### config.mk
export PLATFORM = sky130hd
export DESIGN_NAME = fwam_settle
export DESIGN_NICKNAME = d
export VERILOG_FILES = /design/src/rtl/core/fwam_pkg.sv /design/src/rtl/core/fwam_settle.sv
export SDC_FILE = /design/constraint.sdc
export NUM_CORES = 1
export LEC_CHECK = 0
export BUFFER_PORTS_ARGS = -buffer_cell sky130_fd_sc_hd__buf_2
export CAP_MARGIN = 20
export CELL_PAD_IN_SITES_DETAIL_PLACEMENT = 0
export CELL_PAD_IN_SITES_GLOBAL_PLACEMENT = 1
export CORE_MARGIN = 10
export CORE_UTILIZATION = 25
export CTS_BUF_LIST = sky130_fd_sc_hd__clkbuf_8
export DETAILED_ROUTE_END_ITERATION = 12
export PLACE_DENSITY_LB_ADDON = 0.15
export REMOVE_ABC_BUFFERS = 1
export SETUP_SLACK_MARGIN = 0.5
export SYNTH_ARGS = -nofsm -noshare
export SYNTH_HDL_FRONTEND = slang
export SYNTH_SLANG_ARGS = --single-unit
### constraint.sdc
create_clock -name clock -period 8.9 [get_ports clock]
set_input_delay 1.335 -clock clock [delete_from_list [all_inputs] [get_ports clock]]
set_output_delay 1.335 -clock clock [all_outputs]
set_load 0.02 [all_outputs]
### src/rtl/core/fwam_pkg.sv
// ---------------------------------------------------------------------------
// fwam_pkg
// types and constants shared by the actuator mixer modules
// ---------------------------------------------------------------------------
package fwam_pkg;

   localparam int CmdW   = 16;
   localparam int ValW   = 16;
   localparam int PctW   = 8;
   localparam int CsrIdW = 3;
   localparam int CsrDW  = 16;

   // mix numerators are value*100, signed, worst case about 16.7M
   localparam int NumW = 26;
   // below the saturation limit a numerator fits this many bits
   localparam int DivW = 23;

   localparam int FullScale = 65535;
   localparam int NeutralLo = 25;
   localparam int NeutralHi = 75;

   // n / 100 as (n * ceil(2^30 / 100)) >> 30, exact for n < 2^23
   localparam int RecipShift = 30;
   localparam int RecipW     = 24;
   localparam logic [RecipW-1:0] RecipK = RecipW'(((64'd1 << RecipShift) + 64'd99) / 64'd100);
   localparam int ProdW      = DivW + RecipW;
   localparam logic signed [NumW-1:0] SatLimit = NumW'(FullScale * 100);

   localparam logic [PctW-1:0]  PitchNeutralRst  = 8'd50;
   localparam logic [PctW-1:0]  YawNeutralRst    = 8'd50;
   localparam logic [PctW-1:0]  GripOpenRst      = 8'd75;
   localparam logic [PctW-1:0]  GripClosedRst    = 8'd25;
   localparam logic [PctW-1:0]  GripForceRst     = 8'd0;
   localparam logic [PctW-1:0]  RollBiasRst      = 8'd0;
   localparam logic [ValW-1:0]  ThrustCapRst     = 16'd60000;
   localparam logic [ValW-1:0]  IdleFloorRst     = 16'd0;

   typedef enum logic [CsrIdW-1:0] {
      RegPitchNeutral  = 3'd0,
      RegYawNeutral    = 3'd1,
      RegGripOpenPos   = 3'd2,
      RegGripClosedPos = 3'd3,
      RegGripForceOn   = 3'd4,
      RegRollBias      = 3'd5,
      RegThrustCap     = 3'd6,
      RegIdleFloor     = 3'd7
   } csr_reg_type;

   typedef struct packed {
      logic [ValW-1:0] gripper_servo_out;
      logic [ValW-1:0] right_motor_out;
      logic [ValW-1:0] left_motor_out;
      logic [ValW-1:0] yaw_servo_out;
      logic [ValW-1:0] pitch_servo_out;
   } rsp_data_type;

   typedef struct packed {
      logic signed [CmdW-1:0] yaw_cmd;
      logic signed [CmdW-1:0] pitch_cmd;
      logic signed [CmdW-1:0] roll_cmd;
      logic        [CmdW-1:0] thrust_cmd;
   } req_data_type;

   function automatic logic [PctW-1:0] clamp_neutral(input logic [PctW-1:0] v);
      logic [PctW-1:0] r;
      if (v > PctW'(NeutralHi)) begin
         r = PctW'(NeutralHi);
      end else if (v < PctW'(NeutralLo)) begin
         r = PctW'(NeutralLo);
      end else begin
         r = v;
      end
      return r;
   endfunction

endpackage

### src/rtl/core/fwam_settle.sv
// ---------------------------------------------------------------------------
// fwam_settle
// turns a value*100 numerator into a 16-bit value: truncate, clamp 0..65535
// ---------------------------------------------------------------------------
module fwam_settle (
   input  logic                                clock,
   input  logic                                load,
   input  logic signed [fwam_pkg::NumW-1:0]    num,
   output logic        [fwam_pkg::ValW-1:0]    value
);

   logic                          zero_ff, zero_in;
   logic                          sat_ff, sat_in;
   logic [fwam_pkg::ProdW-1:0]    prod_ff, prod_in;

   always_comb begin
      // negative or zero numerator settles to zero
      zero_in = num[fwam_pkg::NumW-1] || (num == '0);
      sat_in  = (num >= fwam_pkg::SatLimit);
      // only meaningful when neither flag is set, then num is below 2^23
      prod_in = fwam_pkg::ProdW'(num[fwam_pkg::DivW-1:0]) *
                fwam_pkg::ProdW'(fwam_pkg::RecipK);
   end

   always_ff @(posedge clock) begin
      if (load) begin
         zero_ff <= zero_in;
         sat_ff  <= sat_in;
         prod_ff <= prod_in;
      end
   end

   always_comb begin
      if (zero_ff) begin
         value = '0;
      end else if (sat_ff) begin
         value = '1;
      end else begin
         value = prod_ff[fwam_pkg::RecipShift +: fwam_pkg::ValW];
      end
   end

endmodule

==> flow_metrics.tcl <==
set metrics [dict create \
    outcome "finished, final reports clean" \
    cts.sinks 18 \
    grt_max_degree 19 \
    vias 6927 \
    drv_slew 0 \
    tns_ps 0 \
    cts-buffers-inserted 3 \
    clockBufferDepth 2 \
    setup_ws_ps 1110 \
    hold_buffers 0 \
    first_pass_iters 4 \
    root_buffer "clkbuf_8" \
    dp_cells 1649 \
    max_cap_violations 0 \
    drc_errors 0 \
    port-buffer-count 43 \
    h-tree-depth 1 \
    grt_pass1_wl_microns 49700 \
    synth.area.top_cells "fa_1 37%, ha_1 30%, inv_1 12%" \
    syn_area_per_cell_sq_um 9.63 \
    grt_pass1_vias 7916 \
    top_layer_used "met4" \
    yosysUniqueCellTypes 48 \
    synth_compound_area_share_pct 6.82 \
    synth_edf_count 18 \
    yosysTopAreaCell "fa_1" \
    antenna_found_initial 0 \
    finalSetupViolCount 0 \
    hold_viol_final 0 \
    wl_per_cell_microns 19.3 \
    die_area_sq_um 50300 \
    synth_fa_ha_area_share_pct 67.1 \
    met2_length_microns 14400 \
    postPlaceCellArea_sq_um 11300 \
    synthFlopType "edfxtp_1" \
    worstMarginPinSlew_ps 890 \
    ant_nets 0 \
    ys_top_cells_by_count "339 x inv_1, 249 x ha_1, 194 x fa_1, 55 x nor2_1, 37 x a21oi_1" \
    min_period_over_period_pct 87.5 \
    fin_crit_ps 7790 \
    ys_warn_count 0 \
    drive_above_1_share_pct 4.91 \
    final_area_sq_um 11300 \
    nets 1593 \
    instances_no_fill 1652 \
    cp_max_fo 7 \
    max_freq_ghz 0.128 \
    critPathKind "input port to flip-flop" \
    routed_wl_microns 31800 \
    synthToLayoutAreaGrowth_pct 8.32 \
    post_cts_buffers 0 \
    dieWidth_microns 224 \
    yosysMostFrequentCell "inv_1" \
    cp-start-kind "input port" \
    muxShareOfSynthArea_pct 0 \
    maxSlewHeadroom_pct 40.2 \
    synth_top_family_by_area "adder cells" \
    endpoint_kind "flip-flop" \
    hold_path.class "input port to flip-flop" \
    grt_overflow_total 0 \
    globalRouteTotalUtil_pct 13.0 \
    synth-xor-area-share_pct 1.76 \
    ys_async_sr_fraction_pct 0 \
    met3_wirelength_microns 825 \
    rows 74 \
    synth_top_area_share_pct 37.2 \
    cts_tree "done" \
    start_util_pct 25.4 \
    path_clk_slew_ps 60 \
    vias_per_cell 4.19 \
    n_antenna_cell 0 \
    cts_resized 0 \
    rsz0062_at_grt "no" \
    core_area_sq_um 41000 \
    synthSimpleGateAreaFrac_pct 6.43 \
    dp_hpwl_microns 29700 \
    postSynthCellCount 1083 \
    yosysSeqAreaShare_pct 5.18 \
    crit_required_ps 8880 \
    die_h_microns 224 \
    pre_cts_ws_ps 750 \
    gp_congestion 0.862 \
    synthesis.area_sq_um 10400 \
    pin_count 44 \
    crit_arrival_ps 7770 \
    drtIter0Drc 236 \
    wl_met1_microns 16400 \
    ys_seq_elements 18 \
]
==> registers in the layout, indices dropped and copies added, names as in the netlist <==
register	flops
prod_ff	16
sat_ff	1
zero_ff	1
==> worst paths after layout <==
check / startpoint / to / slack, ps / depth (start not counted)
setup / recovery: num[6] / prod_ff[38] / 1110 / 23
hold / removal: num[25] / sat_ff / 1520 / 2
==> layout make-up <==
class	instances	area (sq um)
Clock buffer	3	41.3
Fill cell	4418	29700
Inverter	339	1270
Multi-Input combinational cell	717	8570
Sequential cell	18	541
Tap cell	532	666
Timing Repair Buffer	43	215
==> cell families after synthesis <==
logic type                 after synthesis
AOI/OAI and AO/OA                      110
xor gates and xnor gates                21
adders and majority gates              443
buffers and inverters                  348
DFF                                     18
and+or+nand+nor                        143
==> per-layer routing <==
metal / up-vias / GRT usage, %
li1: 3459 / -
met1: 3372 / 19.1
met2: 84 / 21.2
met3: 12 / 0.963
met4: 0 / 1.36
met5: - / 0
==> through the flow <==
stage               util [%]  hold WS (ps)
floorplan                  -          1450
global placement        27.5          1780
detailed placement      27.5          1780
CTS                     27.6          1520
global route            27.6          1520
finish                  27.6          1520
==> critical path, stage by stage <==
cell	delay (ps)
buf_2	190
inv_1	140
fa_1	510
inv_1	80
fa_1	500
inv_1	50
fa_1	500
fa_1	510
inv_1	50
fa_1	460
fa_1	550
inv_1	60
fa_1	540
inv_1	50
ha_1	340
a21o_1	210
o21bai_1	150
a21oi_1	140
o21ai_0	90
a311oi_1	740
o21ai_0	290
a21oi_1	200
nor3_1	60
==> placed cells by master, fill, tap and decap left out, types with 3 or more instances in the layout <==
master,n
or2_2,3
nand2_1,32
o21bai_1,3
a31oi_1,7
nand4_1,11
a21o_1,19
xor2_1,5
a21oi_1,37
o21ai_0,19
nor2_1,55
and3_1,3
edfxtp_1,18
nor4_1,5
and4_1,4
buf_2,43
xnor2_1,16
ha_1,249
o211ai_1,3
nand3_1,14
clkbuf_8,3
inv_1,339
fa_1,194
nor3_1,7
Power is not shown: default switching activity piles up to over one toggle a cycle in this logic, so the estimate is an artifact.
